`config.mk`:
```
export PLATFORM = sky130hd
export DESIGN_NAME = fcd_queue
export DESIGN_NICKNAME = d
export VERILOG_FILES = /design/src/rtl/fcd_pkg.sv /design/src/rtl/fcd_queue.sv
export SDC_FILE = /design/constraint.sdc
export NUM_CORES = 1
export LEC_CHECK = 0
export BUFFER_PORTS_ARGS = -buffer_cell sky130_fd_sc_hd__buf_4
export CAP_MARGIN = 0
export CORE_MARGIN = 2
export CORE_UTILIZATION = 51
export CTS_CLUSTER_DIAMETER = 200
export DETAILED_ROUTE_END_ITERATION = 8
export GPL_TIMING_DRIVEN = 0
export PLACE_DENSITY = 0.75
export SLEW_MARGIN = 20
export SYNTH_ARGS = -nofsm -noshare
export SYNTH_HDL_FRONTEND = slang
export SYNTH_SLANG_ARGS = --single-unit
```
`constraint.sdc`:
```
create_clock -name clk -period 2.5 [get_ports clk]
set_input_delay 0.75 -clock clk [delete_from_list [all_inputs] [get_ports clk]]
set_output_delay 0.75 -clock clk [all_outputs]
set_load 0.01 [all_outputs]
```
`src/rtl/fcd_pkg.sv`:
```
// Shared types, constants and helper functions of the FCM/DFCM value compressor.
package fcd_pkg;

    localparam int VALUE_W     = 64;
    localparam int QUEUE_DEPTH = 4;
    localparam int QPTR_W      = 2;
    localparam int QCNT_W      = 3;
    localparam int PEND_W      = QCNT_W + 1;

    // Hash shifts and the bit positions that feed the hashes.
    localparam int CTX_SHIFT = 6;
    localparam int CTX_TAKE  = 48;
    localparam int DLT_SHIFT = 2;
    localparam int DLT_TAKE  = 40;

    localparam logic [3:0] DFCM_FLAG  = 4'h8;
    localparam logic [3:0] PAD_NIBBLE = 4'h7;

    // One encoded value on its way from the front end to the byte packer.
    typedef struct packed {
        logic [3:0]         nib;
        logic [VALUE_W-1:0] res;
        logic               fin;
    } fcd_item_t;

    typedef struct packed {
        logic clearing;
        logic s1_valid;
        logic s2_valid;
    } fcd_front_stat_t;

    typedef enum logic [1:0] {
        BK_IDLE,
        BK_HEAD,
        BK_RES_A,
        BK_RES_B
    } back_state_t;

    function automatic logic [3:0] zero_bytes(input logic [VALUE_W-1:0] x);
        logic [3:0] n;
        logic       hit;
        n   = 4'd0;
        hit = 1'b0;
        for (int i = 7; i >= 0; i--)
        begin
            if (!hit)
            begin
                if (x[8*i +: 8] == 8'h00)
                    n = n + 4'd1;
                else
                    hit = 1'b1;
            end
        end
        return n;
    endfunction

    function automatic logic [2:0] zero_bits8(input logic [7:0] b);
        logic [2:0] n;
        logic       hit;
        n   = 3'd0;
        hit = 1'b0;
        for (int i = 7; i >= 0; i--)
        begin
            if (!hit)
            begin
                if (!b[i])
                    n = n + 3'd1;
                else
                    hit = 1'b1;
            end
        end
        return n;
    endfunction

    // Leading zero bits, 0 to 64: first the zero bytes, then the bits of the top nonzero byte.
    function automatic logic [6:0] lead_zeros(input logic [VALUE_W-1:0] x);
        logic [3:0] zb;
        logic [2:0] pos;
        logic [7:0] b;
        zb  = zero_bytes(x);
        pos = 3'd7 - zb[2:0];
        b   = x[{pos, 3'b000} +: 8];
        if (zb[3])
            return 7'd64;
        return {1'b0, zb[2:0], 3'b000} + {4'b0000, zero_bits8(b)};
    endfunction

    function automatic logic [3:0] byte_count(input logic [3:0] nib);
        logic [2:0] c;
        c = nib[2:0];
        if (c > 3'd3)
            return 4'd7 - {1'b0, c};
        return 4'd8 - {1'b0, c};
    endfunction

endpackage

```
`src/rtl/fcd_queue.sv`:
```
// Short queue of encoded values between the front end and the byte packer.
module fcd_queue (
    input  logic                       clk,
    input  logic                       rst_n,
    input  logic                       push,
    input  fcd_pkg::fcd_item_t         push_item,
    input  logic                       pop,
    output fcd_pkg::fcd_item_t         head_item,
    output logic [fcd_pkg::QCNT_W-1:0] count
);
    import fcd_pkg::*;

    fcd_item_t         slot_reg [QUEUE_DEPTH];
    logic [QPTR_W-1:0] wr_ptr_reg;
    logic [QPTR_W-1:0] rd_ptr_reg;
    logic [QCNT_W-1:0] count_reg;

    always_ff @(posedge clk)
    begin
        if (push)
            slot_reg[wr_ptr_reg] <= push_item;
    end

    always_ff @(posedge clk or negedge rst_n)
    begin
        if (!rst_n)
        begin
            wr_ptr_reg <= '0;
            rd_ptr_reg <= '0;
            count_reg  <= '0;
        end
        else
        begin
            if (push)
                wr_ptr_reg <= wr_ptr_reg + QPTR_W'(1);
            if (pop)
                rd_ptr_reg <= rd_ptr_reg + QPTR_W'(1);
            if (push && !pop)
                count_reg <= count_reg + QCNT_W'(1);
            else if (pop && !push)
                count_reg <= count_reg - QCNT_W'(1);
        end
    end

    assign head_item = slot_reg[rd_ptr_reg];
    assign count     = count_reg;

endmodule

```
==> impl_metrics.py <==
metrics = {
    "floorplanning": {
        "die_w_um": 147,
        "io_pins": 145,
        "die_y_um": 147,
        "start_util": 0.518,
        "placementRows": 52,
        "coreArea_sq_um": 20100,
        "fp.dieArea_sq_um": 21600,
    },
    "global_route": {
        "busiest_layer": "met2",
        "grt_usage": 0.168,
        "antenna_found_initial": 0,
        "grtUsageMet1": 0.224,
        "grt_start_max_net_pins": 45,
        "grt_overflow": 0,
        "use_met2": 0.291,
        "grt_pass1_wl_mm": 27.6,
        "grt.met3_usage": 0.0357,
        "grt_pass1_vias": 5006,
    },
    "yosys": {
        "synth_cell_types": 18,
        "ys_ff_latch": 283,
        "syn_area_sq_um": 10400,
        "syn_inst": 393,
        "async_flop_share": 0.0247,
        "synth_top_area_share": 0.796,
        "syn_nets": 472,
        "synth-edff-count": 276,
        "post_synth.cell_area_avg_sq_um": 26.5,
        "synth_top_area_cell": "edfxtp_1",
        "synth_warnings": 0,
        "ys_seq_area_frac": 0.813,
        "ys.flop_type": "edfxtp_1",
        "synth_area_leaders": "edfxtp_1, mux4_2, dfrtp_1, buf_12, ha_1",
    },
    "power_and_ir_drop": {
        "power.internal_mw": 11.4,
        "powerDensity_nw_per_um2": 1200,
        "seqPwrFrac": 0.411,
        "p_leak_nw": 4.53,
        "p_clk_frac": 0.241,
        "ir_drop_mv": 0.684,
        "p_sw_mw": 4.25,
        "sw_frac_of_total": 0.271,
        "p_comb_frac": 0.348,
    },
    "timing": {
        "finClkSkew_ps": 6.85,
        "clock.fmax_ghz": 0.373,
        "rsz0062_at_grt": "true",
        "setup_viol": 69,
        "setup_ws_ps": -182,
        "maxSlewHeadroom": 0.671,
        "slew_violations": 0,
        "worstMarginPinSlew_ps": 493,
        "period_share": 1.07,
        "period_minus_slack_ps": 2680,
        "hold_viol_final": 0,
    },
    "drt": {
        "wl_per_cell_um": 20.7,
        "drtIter0Drc": 224,
        "routed_wl_mm": 17.8,
        "drc_errors": 0,
        "num_vias": 4615,
        "postRouteAntennaNets": 0,
        "drt-pass1-iter-count": 4,
        "via_per_inst": 5.35,
    },
    "final_layout": {
        "drive_gt1_frac": 0.471,
        "fill_cells": 1300,
        "area_growth_pct": 25.6,
        "diodes": 0,
        "final_cells": 862,
        "utilization": 0.651,
        "final_common_cell": "edfxtp_1",
        "num-nets-final": 651,
        "layout_common_cells": "edfxtp_1, buf_4, mux4_2, buf_6, clkbuf_16",
        "largest_reg_flops": 276,
    },
    "worst_setup_path": {
        "critPathCaptureType": "output port",
        "critPathArrivalTime_ps": 1930,
        "critical_path_class": "flip-flop to output port",
        "startpoint_type": "flip-flop",
        "crit_required_ps": 1750,
        "cp_max_fo": 10,
    },
    "cts": {
        "cts_buffers": 27,
        "cts_tree": "yes",
        "clock_sinks": 283,
        "clockRootBuffer": "clkbuf_16",
        "htreeDepth": 1,
        "clkTransAtPathRegs_ps": 60,
        "worstSkewPairLatency_ps": 530,
        "cts_buffer_depth": 3,
    },
    "outcome": {
        "violations": "setup timing",
        "status": "complete, but fails checks",
    },
    "place": {
        "numPlacedInstances": 811,
        "numPortBuffers": 144,
        "routabilityCongestion": 0.690,
        "hpwl_mm": 10.8,
        "dp_worst_setup_slack_ps": 112,
    },
    "job": {
        "drv_cap": 0,
    },
    "worst_hold_path": {
        "hold_class": "input pin to flip-flop",
    },
}
-- worst paths after layout --
| check | start | end | slack [ps] | depth (start not counted) |
|---|---|---|---|---|
| hold / removal | push_item[18] | slot_reg[0][18] | 410 | 1 |
| min in group asynchronous | rst_n | count[0] | 570 | 2 |
| setup / recovery | rd_ptr_reg[0] | head_item[39] | -180 | 4 |
| setup reg to reg | wr_ptr_reg[0] | slot_reg[0][17] | 710 | 4 |
| hold reg to reg | count[2] | count[2] | 500 | 1 |
| max in group asynchronous | rst_n | rd_ptr_reg[1] | 1790 | 2 |
-- power groups by stage --
| stage | clock (mW) | combinational, mW | sequential (mW) |
|---|---|---|---|
| detailed placement | 0 | 4.96 | 6.51 |
| finish | 3.78 | 5.46 | 6.44 |
| CTS | 3.88 | 5.56 | 6.45 |
| floorplan | 0 | 2.90 | 6.47 |
| global route | 4.07 | 5.81 | 6.51 |
| global placement | 0 | 4.81 | 6.50 |
-- synth_stat cells (2+ instances only) --
cell / n
nand2_1: 2
inv_1: 4
buf_2: 7
edfxtp_1: 276
xnor2_1: 2
mux4_2: 68
buf_12: 7
ha_1: 5
and2_1: 4
dfrtp_1: 7
xor2_1: 4
-- repair_timing --
action	4_1_cts	5_1_grt
setup buffers	1	1
pin swaps	0	0
resized for setup	72	2
hold buffers	1	0
endpoints found under the hold margin	2	0
endpoints found under the setup margin	69	69
-- cell families after synthesis --
kind of cell / synth area share
compound gates: 0.000480
xor+xnor: 0.00505
fa+ha+maj: 0.00793
buf+inv: 0.0197
flops: 0.813
mux: 0.151
simple gates: 0.00348
-- worst max-delay path, cell delays in order, from the launching register on --
cell and delay, ps:
dfrtp_1 370, buf_12 170, buf_12 170, mux4_2 540
buf_6 140
-- final cells by class --
| type | count | area, sq um | area share |
|---|---|---|---|
| multi-input cells | 90 | 1750 | 0.134 |
| clock buffers | 37 | 743 | 0.0568 |
| flip-flops and latches | 283 | 8460 | 0.647 |
| repair buffers | 151 | 1480 | 0.113 |
| clock inverters | 12 | 98.8 | 0.00755 |
| well taps | 270 | 338 | 0.0258 |
| plain buffers | 15 | 198 | 0.0151 |
| inverters | 4 | 15.0 | 0.00115 |
-- per-stage QoR --
| stage | total power [mW] | hold slack, ps | setup TNS [ps] | cell area, sq um |
|---|---|---|---|---|
| global placement | 11.3 | 462 | -86910 | 11800 |
| finish | 15.7 | 415 | -9810 | 13100 |
| CTS | 15.9 | 388 | -13120 | 13100 |
| global route | 16.4 | 387 | -15260 | 13100 |
| floorplan | 9.37 | 454 | 0 | 10400 |
| detailed placement | 11.5 | 488 | 0 | 12000 |
-- routing by layer --
metal	routed length, um	up-vias
met1	7480	2393
li1	-	2043
met4	296	0
met5	0	-
met2	9070	153
met3	993	26
No activity file was read; power rests on OpenSTA's default activity.
