`src/rtl/fcd_pkg.sv`:
```
// Shared types, constants and helper functions of the FCM/DFCM value compressor.
package fcd_pkg;

    localparam int VALUE_W     = 64;
    localparam int QUEUE_DEPTH = 4;
    localparam int QPTR_W      = 2;
    localparam int QCNT_W      = 3;
    localparam int PEND_W      = QCNT_W + 1;

    // Hash shifts and the bit positions that feed the hashes.
    localparam int CTX_SHIFT = 6;
    localparam int CTX_TAKE  = 48;
    localparam int DLT_SHIFT = 2;
    localparam int DLT_TAKE  = 40;

    localparam logic [3:0] DFCM_FLAG  = 4'h8;
    localparam logic [3:0] PAD_NIBBLE = 4'h7;

    // One encoded value on its way from the front end to the byte packer.
    typedef struct packed {
        logic [3:0]         nib;
        logic [VALUE_W-1:0] res;
        logic               fin;
    } fcd_item_t;

    typedef struct packed {
        logic clearing;
        logic s1_valid;
        logic s2_valid;
    } fcd_front_stat_t;

    typedef enum logic [1:0] {
        BK_IDLE,
        BK_HEAD,
        BK_RES_A,
        BK_RES_B
    } back_state_t;

    function automatic logic [3:0] zero_bytes(input logic [VALUE_W-1:0] x);
        logic [3:0] n;
        logic       hit;
        n   = 4'd0;
        hit = 1'b0;
        for (int i = 7; i >= 0; i--)
        begin
            if (!hit)
            begin
                if (x[8*i +: 8] == 8'h00)
                    n = n + 4'd1;
                else
                    hit = 1'b1;
            end
        end
        return n;
    endfunction

    function automatic logic [2:0] zero_bits8(input logic [7:0] b);
        logic [2:0] n;
        logic       hit;
        n   = 3'd0;
        hit = 1'b0;
        for (int i = 7; i >= 0; i--)
        begin
            if (!hit)
            begin
                if (!b[i])
                    n = n + 3'd1;
                else
                    hit = 1'b1;
            end
        end
        return n;
    endfunction

    // Leading zero bits, 0 to 64: first the zero bytes, then the bits of the top nonzero byte.
    function automatic logic [6:0] lead_zeros(input logic [VALUE_W-1:0] x);
        logic [3:0] zb;
        logic [2:0] pos;
        logic [7:0] b;
        zb  = zero_bytes(x);
        pos = 3'd7 - zb[2:0];
        b   = x[{pos, 3'b000} +: 8];
        if (zb[3])
            return 7'd64;
        return {1'b0, zb[2:0], 3'b000} + {4'b0000, zero_bits8(b)};
    endfunction

    function automatic logic [3:0] byte_count(input logic [3:0] nib);
        logic [2:0] c;
        c = nib[2:0];
        if (c > 3'd3)
            return 4'd7 - {1'b0, c};
        return 4'd8 - {1'b0, c};
    endfunction

endpackage

```
`src/rtl/fcd_out_if.sv`:
```
// Output channel: one compressed byte and its end marks per request.
interface fcd_out_if;
    logic       valid;
    logic       ready;
    logic [7:0] out_byte;
    logic       run_end;
    logic       stream_end;

    modport source (output valid, output out_byte, output run_end, output stream_end,
                    input ready);
    modport sink   (input valid, input out_byte, input run_end, input stream_end,
                    output ready);
endinterface

```
`src/rtl/fcd_back.sv`:
```
// Byte packer: pairs encoded values and sends header and residual bytes.
module fcd_back (
    input  logic               clk,
    input  logic               rst_n,
    input  logic               q_valid,
    input  fcd_pkg::fcd_item_t q_item,
    output logic               q_pop,
    fcd_out_if.source          out_ch
);
    import fcd_pkg::*;

    back_state_t        state_reg, state_next;
    logic               held_reg, held_next;
    logic [3:0]         held_nib_reg, held_nib_next;
    logic [VALUE_W-1:0] held_res_reg, held_res_next;
    logic [7:0]         head_reg, head_next;
    logic [VALUE_W-1:0] res_a_reg, res_a_next;
    logic [3:0]         cnt_a_reg, cnt_a_next;
    logic [VALUE_W-1:0] res_b_reg, res_b_next;
    logic [3:0]         cnt_b_reg, cnt_b_next;
    logic               fin_reg, fin_next;

    logic               out_valid_reg, out_valid_next;
    logic [7:0]         out_byte_reg, out_byte_next;
    logic               run_end_reg, run_end_next;
    logic               stream_end_reg, stream_end_next;

    logic               slot_free;
    logic               emit;
    logic [7:0]         emit_byte;
    logic               emit_last;
    logic               load_ok;
    logic               completes;

    assign slot_free = !out_valid_reg || out_ch.ready;

    always_comb
    begin
        state_next    = state_reg;
        held_next     = held_reg;
        held_nib_next = held_nib_reg;
        held_res_next = held_res_reg;
        head_next     = head_reg;
        res_a_next    = res_a_reg;
        cnt_a_next    = cnt_a_reg;
        res_b_next    = res_b_reg;
        cnt_b_next    = cnt_b_reg;
        fin_next      = fin_reg;
        emit          = 1'b0;
        emit_byte     = head_reg;
        emit_last     = 1'b0;

        unique case (state_reg)
            BK_IDLE:
            begin
            end
            BK_HEAD:
            begin
                if (slot_free)
                begin
                    emit      = 1'b1;
                    emit_byte = head_reg;
                    emit_last = (cnt_a_reg == 4'd0) && (cnt_b_reg == 4'd0);
                    if (cnt_a_reg != 4'd0)
                        state_next = BK_RES_A;
                    else if (cnt_b_reg != 4'd0)
                        state_next = BK_RES_B;
                    else
                        state_next = BK_IDLE;
                end
            end
            BK_RES_A:
            begin
                if (slot_free)
                begin
                    emit       = 1'b1;
                    emit_byte  = res_a_reg[7:0];
                    emit_last  = (cnt_a_reg == 4'd1) && (cnt_b_reg == 4'd0);
                    res_a_next = res_a_reg >> 8;
                    cnt_a_next = cnt_a_reg - 4'd1;
                    if (cnt_a_reg == 4'd1)
                        state_next = (cnt_b_reg != 4'd0) ? BK_RES_B : BK_IDLE;
                end
            end
            BK_RES_B:
            begin
                if (slot_free)
                begin
                    emit       = 1'b1;
                    emit_byte  = res_b_reg[7:0];
                    emit_last  = (cnt_b_reg == 4'd1);
                    res_b_next = res_b_reg >> 8;
                    cnt_b_next = cnt_b_reg - 4'd1;
                    if (cnt_b_reg == 4'd1)
                        state_next = BK_IDLE;
                end
            end
            default:
            begin
                state_next = BK_IDLE;
            end
        endcase

        // The next value is taken while idle, or in the cycle that sends the last byte of a group.
        load_ok   = (state_reg == BK_IDLE) || (emit && emit_last);
        q_pop     = load_ok && q_valid;
        completes = held_reg || q_item.fin;

        if (q_pop)
        begin
            if (!completes)
            begin
                held_next     = 1'b1;
                held_nib_next = q_item.nib;
                held_res_next = q_item.res;
            end
            else
            begin
                if (held_reg)
                begin
                    head_next  = {held_nib_reg, q_item.nib};
                    res_a_next = held_res_reg;
                    cnt_a_next = byte_count(held_nib_reg);
                    res_b_next = q_item.res;
                    cnt_b_next = byte_count(q_item.nib);
                end
                else
                begin
                    // A lone final value is padded with an empty second half.
                    head_next  = {q_item.nib, PAD_NIBBLE};
                    res_a_next = q_item.res;
                    cnt_a_next = byte_count(q_item.nib);
                    res_b_next = '0;
                    cnt_b_next = 4'd0;
                end
                held_next  = 1'b0;
                fin_next   = q_item.fin;
                state_next = BK_HEAD;
            end
        end

        out_valid_next  = out_valid_reg;
        out_byte_next   = out_byte_reg;
        run_end_next    = run_end_reg;
        stream_end_next = stream_end_reg;
        if (emit)
        begin
            out_valid_next  = 1'b1;
            out_byte_next   = emit_byte;
            run_end_next    = emit_last;
            stream_end_next = emit_last && fin_reg;
        end
        else if (out_ch.ready)
        begin
            out_valid_next = 1'b0;
        end
    end

    always_ff @(posedge clk or negedge rst_n)
    begin
        if (!rst_n)
        begin
            state_reg     <= BK_IDLE;
            held_reg      <= 1'b0;
            out_valid_reg <= 1'b0;
        end
        else
        begin
            state_reg     <= state_next;
            held_reg      <= held_next;
            out_valid_reg <= out_valid_next;
        end
    end

    always_ff @(posedge clk)
    begin
        held_nib_reg   <= held_nib_next;
        held_res_reg   <= held_res_next;
        head_reg       <= head_next;
        res_a_reg      <= res_a_next;
        cnt_a_reg      <= cnt_a_next;
        res_b_reg      <= res_b_next;
        cnt_b_reg      <= cnt_b_next;
        fin_reg        <= fin_next;
        out_byte_reg   <= out_byte_next;
        run_end_reg    <= run_end_next;
        stream_end_reg <= stream_end_next;
    end

    assign out_ch.valid      = out_valid_reg;
    assign out_ch.out_byte   = out_byte_reg;
    assign out_ch.run_end    = run_end_reg;
    assign out_ch.stream_end = stream_end_reg;

endmodule

```
`src/flat_wrapper.sv`:
```
// flat-port wrapper written by rule: the top's interface ports become plain ports
module fcd_back_flat import fcd_pkg::*;
  (clk, rst_n, q_valid, q_item, q_pop, out_ch_valid, out_ch_out_byte, out_ch_run_end, out_ch_stream_end, out_ch_ready);
  fcd_out_if out_ch_i ();
  input  logic clk;
  input  logic rst_n;
  input  logic q_valid;
  input  fcd_pkg::fcd_item_t q_item;
  output logic q_pop;
  output wire logic [$bits(out_ch_i.valid)-1:0] out_ch_valid;
  output wire logic [$bits(out_ch_i.out_byte)-1:0] out_ch_out_byte;
  output wire logic [$bits(out_ch_i.run_end)-1:0] out_ch_run_end;
  output wire logic [$bits(out_ch_i.stream_end)-1:0] out_ch_stream_end;
  input wire logic [$bits(out_ch_i.ready)-1:0] out_ch_ready;
  assign out_ch_valid = out_ch_i.valid;
  assign out_ch_out_byte = out_ch_i.out_byte;
  assign out_ch_run_end = out_ch_i.run_end;
  assign out_ch_stream_end = out_ch_i.stream_end;
  assign out_ch_i.ready = out_ch_ready;
  fcd_back u_core (.clk(clk), .rst_n(rst_n), .q_valid(q_valid), .q_item(q_item), .q_pop(q_pop), .out_ch(out_ch_i));
endmodule
```
`config.mk`:
```
export PLATFORM = sky130hd
export DESIGN_NAME = fcd_back_flat
export DESIGN_NICKNAME = d
export VERILOG_FILES = /design/src/rtl/fcd_pkg.sv /design/src/rtl/fcd_out_if.sv /design/src/rtl/fcd_back.sv /design/src/flat_wrapper.sv
export SDC_FILE = /design/constraint.sdc
export NUM_CORES = 1
export LEC_CHECK = 0
export ABC_AREA = 1
export BUFFER_PORTS_ARGS = -buffer_cell sky130_fd_sc_hd__buf_2
export CAP_MARGIN = 20
export CORE_MARGIN = 10
export CORE_UTILIZATION = 45
export DETAILED_ROUTE_END_ITERATION = 16
export PLACE_DENSITY = 0.74
export SLEW_MARGIN = 10
export SYNTH_ARGS = -nofsm -noshare
export SYNTH_HDL_FRONTEND = slang
export SYNTH_SLANG_ARGS = --single-unit
```
`constraint.sdc`:
```
create_clock -name clk -period 6.34 [get_ports clk]
set_input_delay 0.634 -clock clk [delete_from_list [all_inputs] [get_ports clk]]
set_output_delay 0.634 -clock clk [all_outputs]
set_load 0.1 [all_outputs]
```
==> results_dict.tcl, run 1 <==
set metrics [dict create \
    run_status "complete, no violations" \
    crit_start "u_core.held_reg" \
    grt_first_pass_wirelength_um 54060 \
    worst-slew-pin-transition_ns 1.071 \
    power-per-cell-area_mw_per_mm2 505.1 \
    dp_hpwl_um 20130 \
    netlist.area_leader.share_pct 27.16 \
    vias_per_cell 5.326 \
    ys_ff_latch 227 \
    antenna_found_initial 0 \
    vias 11227 \
    combPwrFrac_pct 44.1 \
    finalWirelength_um 33320 \
    globalplace.congestion 0.8470 \
    cts_buffer_depth 3 \
    hold_path.class "in2reg" \
    rows 59 \
    rsz0062_at_grt "false" \
    finalNetCount 1838 \
    switching_share_pct 45.02 \
    finalCritPeriodShare_pct 52.61 \
    reg2reg_slack_ns 3.00 \
    htreeDepth 1 \
    synth_top_area_cell "nand2_1" \
    hold_viol 0 \
    cp_max_fo 63 \
    coreArea_mm2 0.02606 \
    route.detailed.drc 0 \
    reg2reg_depth 6 \
    crit_type "reg2reg" \
    cp-start-kind "register" \
    power_frac_seq_pct 34.2 \
    cts_buffers 25 \
    ys.flop_type "dfxtp_1" \
    die_w_um 182.9 \
    grt_use_total_pct 19.13 \
    worstPathRequired_ns 6.50 \
    path_clk_slew_ns 0.06 \
    p_leak_nw 6.466 \
    fin_tns_setup_ns 0 \
    drt-pass1-iter-count 5 \
    syn-cell-area_mm2 0.01194 \
    grt_pass1_vias 10723 \
    fin_util_pct 50.69 \
    clock_latency_ns 0.53 \
    ios 85 \
    cts_tree "yes" \
    intPower_w 0.003668 \
    power_frac_clock_pct 21.7 \
    vdd.ir_drop.worst_mv 0.2943 \
    synth.distinct_cells 35 \
    r2r-end "u_core.held_res_reg[33]" \
    slew_headroom_pct 28.62 \
    syn_to_final_growth_pct 10.64 \
    p_switching_w 0.003003 \
    crit_arrival_ns 3.49 \
    endpoint "u_core.held_res_reg[33]" \
    layout-drive-gt1-share_pct 8.742 \
    drt-initial-drc-count 1185 \
    portBuffers 84 \
    ys.warnings.count 0 \
    slew_violations 0 \
    fp.dieH_um 182.9 \
    ys_top_cells_by_area "nand2_1, dfxtp_1, edfxtp_1" \
    avgSynthCellArea_um2 6.830 \
    start_util_pct 45.82 \
    r2r_start "u_core.held_reg" \
    max_freq_mhz 299.8 \
    synth_nets 1831 \
    drv_cap 0 \
    setup_violations 0 \
    antennaDiodeCount 0 \
    synthArstFlopShare_pct 1.762 \
    overflow 0 \
    syn_inst 1748 \
    die_area_mm2 0.03345 \
    wl_per_cell_um 15.81 \
    synth_edf_count 87 \
    fin_skew_ns 0.01947 \
    ctsResizeCount 0 \
    cts-root-buf "clkbuf_16" \
    clock-sinks 227 \
    period_needed_ns 3.335 \
    cp-end-kind "register" \
    grt_max_degree 112 \
    ant_nets 0 \
    seq_area_frac_synth_pct 45.53 \
]
==> cell type report <==
type,instances,area (um2)
multi-input combinational,1279,5519
fill,2568,12850
inverter,123,464.2
clock inverter,11,133.9
tap,335,419.2
timing repair buffer,99,578.1
sequential,227,5435
clock buffer,34,659.4
==> stage by stage <==
stage | hold slack [ns] | instance area [um2] | setup slack, ns | instances | power, W
after floorplan | 0.3384 | 11940 | 2.727 | 1748 | 0.004556
after global placement | 0.4506 | 12350 | 2.918 | 2060 | 0.005077
after detailed placement | 0.4551 | 12350 | 2.908 | 2060 | 0.005167
after CTS | 0.2812 | 13150 | 2.921 | 2106 | 0.006629
after global routing | 0.2796 | 13210 | 2.744 | 2108 | 0.007161
final | 0.2909 | 13210 | 3.005 | 2108 | 0.006672
==> cells in the final DEF (no fill, tap or decap), drive strengths merged <==
| cell type | count |
|---|---|
| or2 | 7 |
| clkinvlp | 1 |
| o21ai | 181 |
| nand2 | 869 |
| xor2 | 1 |
| and2 | 1 |
| o31ai | 2 |
| o2111ai | 1 |
| clkbuf | 34 |
| dlygate4sd3 | 1 |
| edfxtp | 87 |
| inv | 123 |
| o22ai | 8 |
| nand4 | 4 |
| dfxtp | 136 |
| buf | 98 |
| a211oi | 1 |
| dfrtp | 4 |
| o221ai | 4 |
| nor3 | 3 |
| clkinv | 7 |
| nor2 | 16 |
| bufinv | 3 |
| o21a | 1 |
| a21oi | 8 |
| a221oi | 1 |
| nand3 | 144 |
| o211ai | 16 |
| nand3b | 1 |
| ha | 10 |
==> timing repair <==
item,CTS,global route
hold buffers,1,0
hold endpoints to repair,4,0
setup buffers,0,0
==> worst max-delay path: stages, from the launching register on <==
cell     delay (ns)
dfrtp_1        0.58
buf_4          0.31
nor2_4         0.11
buf_4          0.53
nand3_1        0.20
inv_2          0.56
buf_4          0.61
==> power groups by stage <==
stage          clock, W  combinational, W  sequential [W]
2_1_floorplan         0           0.00209         0.00247
3_3_place_gp          0           0.00278         0.00229
3_5_place_dp          0           0.00286         0.00230
4_1_cts         0.00147           0.00288         0.00228
5_1_grt         0.00152           0.00332         0.00233
6_report        0.00145           0.00294         0.00228
==> kinds of logic (layout without fill, tap and decap cells) <==
group | Yosys count | after routing | synth area share (%)
flops | 227 | 227 | 45.53
compound gates | 223 | 223 | 10.07
xor+xnor | 1 | 1 | 0.07337
simple gates | 1045 | 1045 | 34.85
fa+ha+maj | 10 | 10 | 1.048
buf+inv | 242 | 267 | 8.436
==> routing by layer <==
metal	global-route usage [%]	wire length, um	up-vias
li1	-	-	5585
met1	24.97	14540	5195
met2	32.99	16110	401
met3	2.067	1934	46
met4	5.132	737	0
met5	0	0	-
==> worst min-delay path by stage <==
stage                     startpoint                       to  slack [ns]  cells past startpoint
after floorplan                rst_n          u_core.held_reg        0.34                      0
after global placement         rst_n      u_core.out_ch.valid        0.45                      1
after detailed placement       rst_n      u_core.state_reg[1]        0.46                      1
after CTS                 q_item[28]  u_core.held_res_reg[27]        0.28                      1
after global routing      q_item[29]  u_core.held_res_reg[28]        0.28                      1
final                     q_item[21]  u_core.held_res_reg[20]        0.29                      1
==> cell usage after synthesis (7+ instances only) <==
| cell type | instances |
|---|---|
| o21ai_0 | 181 |
| nand2_1 | 864 |
| a21oi_1 | 7 |
| buf_2 | 40 |
| inv_1 | 119 |
| buf_4 | 11 |
| nor2_1 | 15 |
| nand3_1 | 144 |
| buf_1 | 14 |
| edfxtp_1 | 87 |
| clkbuf_1 | 53 |
| o22ai_1 | 8 |
| o211ai_1 | 16 |
| dfxtp_1 | 136 |
| or2_2 | 7 |
| ha_1 | 10 |
Note: power is estimated with default switching activity, not from simulation.
==> run 2, diff against run 1 <==
- clock period: 6.34 -> 3.4 ns (I/O delays scaled with it)
==> run 2 against run 1 <==
Against the previous run:
- routed wire length fell by 0.97%
- count of clock-buffer cells in the layout did not move
- sequential power rose by 87%
- first-iteration DRC count fell by 7.1%
- hold slack got worse by 0.28 ns
- clock power rose by 83%
- sequential share of layout area fell by 0.66 points
- register-to-register slack got worse by 2.1 ns
- clock skew fell by 0.0086 ns
- highest routed layer is now met5
==> results_dict.tcl, run 2 (synthesis gave the netlist of run 1 again) <==
set metrics [dict create \
    r2r-end "u_core.res_b_reg[24]" \
    layout-drive-gt1-share_pct 9.081 \
    fin_skew_ns 0.01089 \
    routedLengthMet1_um 14470 \
    vias 11276 \
    cts_tree "yes" \
    r2r_start "u_core.state_reg[1]" \
    crit_type "reg2out" \
    syn_to_final_growth_pct 12.43 \
    globalplace.congestion 0.8944 \
    grt_pass1_vias 10484 \
    finalNetCount 1860 \
    clock_latency_ns 0.52 \
    dr_wl_met3_um 2020 \
    cp-start-kind "register" \
    worstPathRequired_ns 3.06 \
    worst_path_largest_cell_delay_ns 0.54 \
    reg2reg_depth 11 \
    fin_total_pwr_w 0.01238 \
    ctsResizeCount 0 \
    mostFrequentLayoutCell "nand2_1" \
    grt_max_degree 149 \
    final_cell_mix "nand2_1, o21ai_0, nand3_1" \
    cp_max_fo 8 \
    portBuffers 84 \
    ant_nets 0 \
    finalCritPeriodShare_pct 85.79 \
    wl_met2_um 15730 \
    grt_first_pass_wirelength_um 52960 \
    crit_arrival_ns 2.58 \
    slew_headroom_pct 39.61 \
    power-per-cell-area_mw_per_mm2 922.1 \
    antenna_found_initial 1 \
    drt-pass1-iter-count 6 \
    start_util_pct 45.82 \
    cpMostUsedCell "nand2_2" \
    setup_violations 0 \
    rsz0062_at_grt "false" \
    slowest_stage "buf_2" \
    antennaDiodeCount 0 \
    cts-root-buf "clkbuf_16" \
    fin_tns_setup_ns 0 \
    route.detailed.drc 0 \
    final_area_mm2 0.01342 \
    cts_buffers 25 \
    run_status "complete, no violations" \
    cp-end-kind "output pin" \
    reg2reg_slack_ns 0.93 \
    min_path_cells 1 \
    p_leak_nw 6.559 \
    die_w_um 182.9 \
    grt_use_total_pct 18.77 \
    path_cells "inv_2 > nand2_2 > nand2_1 > a21oi_2 > nand2_2 > a21oi_1 > buf_2" \
    placed_area_mm2 0.01244 \
    rows 59 \
    max_freq_mhz 342.8 \
    hold_path.class "in2reg" \
    dp_cells 2067 \
    htreeDepth 1 \
    fp.dieH_um 182.9 \
    slew_violations 0 \
    fin_cells 2130 \
    ios 85 \
    cts_buffer_depth 3 \
    overflow 0 \
    clock-sinks 227 \
    min_to "u_core.held_res_reg[14]" \
    drt-initial-drc-count 1101 \
    vdd.ir_drop.worst_mv 0.4977 \
    period_needed_ns 2.917 \
    hp-start "q_item[15]" \
    drv_cap 0 \
    wl_per_cell_um 15.49 \
    die_area_mm2 0.03345 \
    hold_ws_ns 0.01368 \
    coreArea_mm2 0.02606 \
    path_clk_slew_ns 0.07 \
    dp_hpwl_um 20330 \
    worst-slew-pin-transition_ns 0.9059 \
    hold_viol 0 \
    vias_per_cell 5.294 \
    top_layer "met5" \
    finalWirelength_um 33000 \
]
==> run 2: cell count changes in the layout (fill, tap and decap cells not counted), moves of 3 or more <==
cell / before / now
dlygate4sd3_1: 1 / 18
clkbuf_1: 9 / 4
buf_4: 13 / 17
clkbuf_8: 0 / 4
buf_12: 0 / 3
==> run 2: cell type report <==
| cell class | count | area [um2] |
|---|---|---|
| flip-flops and latches | 227 | 5435 |
| repair buffers | 121 | 783.3 |
| inverters | 123 | 467.9 |
| clock inverters | 11 | 77.57 |
| well taps | 335 | 419.2 |
| clock buffers | 34 | 720.7 |
| multi-input cells | 1279 | 5519 |
| fillers | 2507 | 12640 |
==> run 2: report_power, final <==
part | switching, W | leakage, nW | internal (W)
Sequential | 0.000480 | 1.97 | 0.00378
Clock | 0.00110 | 0.394 | 0.00155
Combinational | 0.00398 | 4.20 | 0.00148
==> run 2: repair_timing <==
item | in CTS | in global routing
hold buffers | 18 | 0
setup buffers | 0 | 0
endpoints found under the hold margin | 21 | 0
==> run 2: how the worst max path moves through the flow <==
stage                             start                   end  slack (ns)  cells after the start
finish              u_core.state_reg[1]                 q_pop        0.48                      7
floorplan           u_core.out_ch.valid                 q_pop        0.08                      5
global placement    u_core.state_reg[1]  u_core.res_a_reg[24]        1.06                     11
global route        u_core.state_reg[1]                 q_pop        0.36                      7
CTS                 u_core.state_reg[1]                 q_pop        0.50                      7
detailed placement  u_core.state_reg[1]  u_core.res_b_reg[24]        1.01                     11
==> run 2: per-layer routing <==
layer  vias up  global-route usage (%)
met5         -                       0
met4         2                   5.068
met3        53                   2.776
met2       368                   31.86
met1      5208                   24.45
li1       5645                       -
==> run 2: per-stage QoR <==
step                      worst slack (ns)  util (%)
after global routing                0.3621     51.51
final                               0.4830     51.51
after floorplan                    0.08069         -
after global placement               1.062     47.76
after CTS                           0.5008     51.51
after detailed placement             1.008     47.76
==> run 2: critical path, delay by kind of cell, from the launching register on <==
kind / cells / cell delay, ns
buffers and inverters: 2 / 0.65
and+or+nand+nor: 3 / 0.32
DFF: 1 / 0.51
AOI/OAI and AO/OA: 2 / 0.57
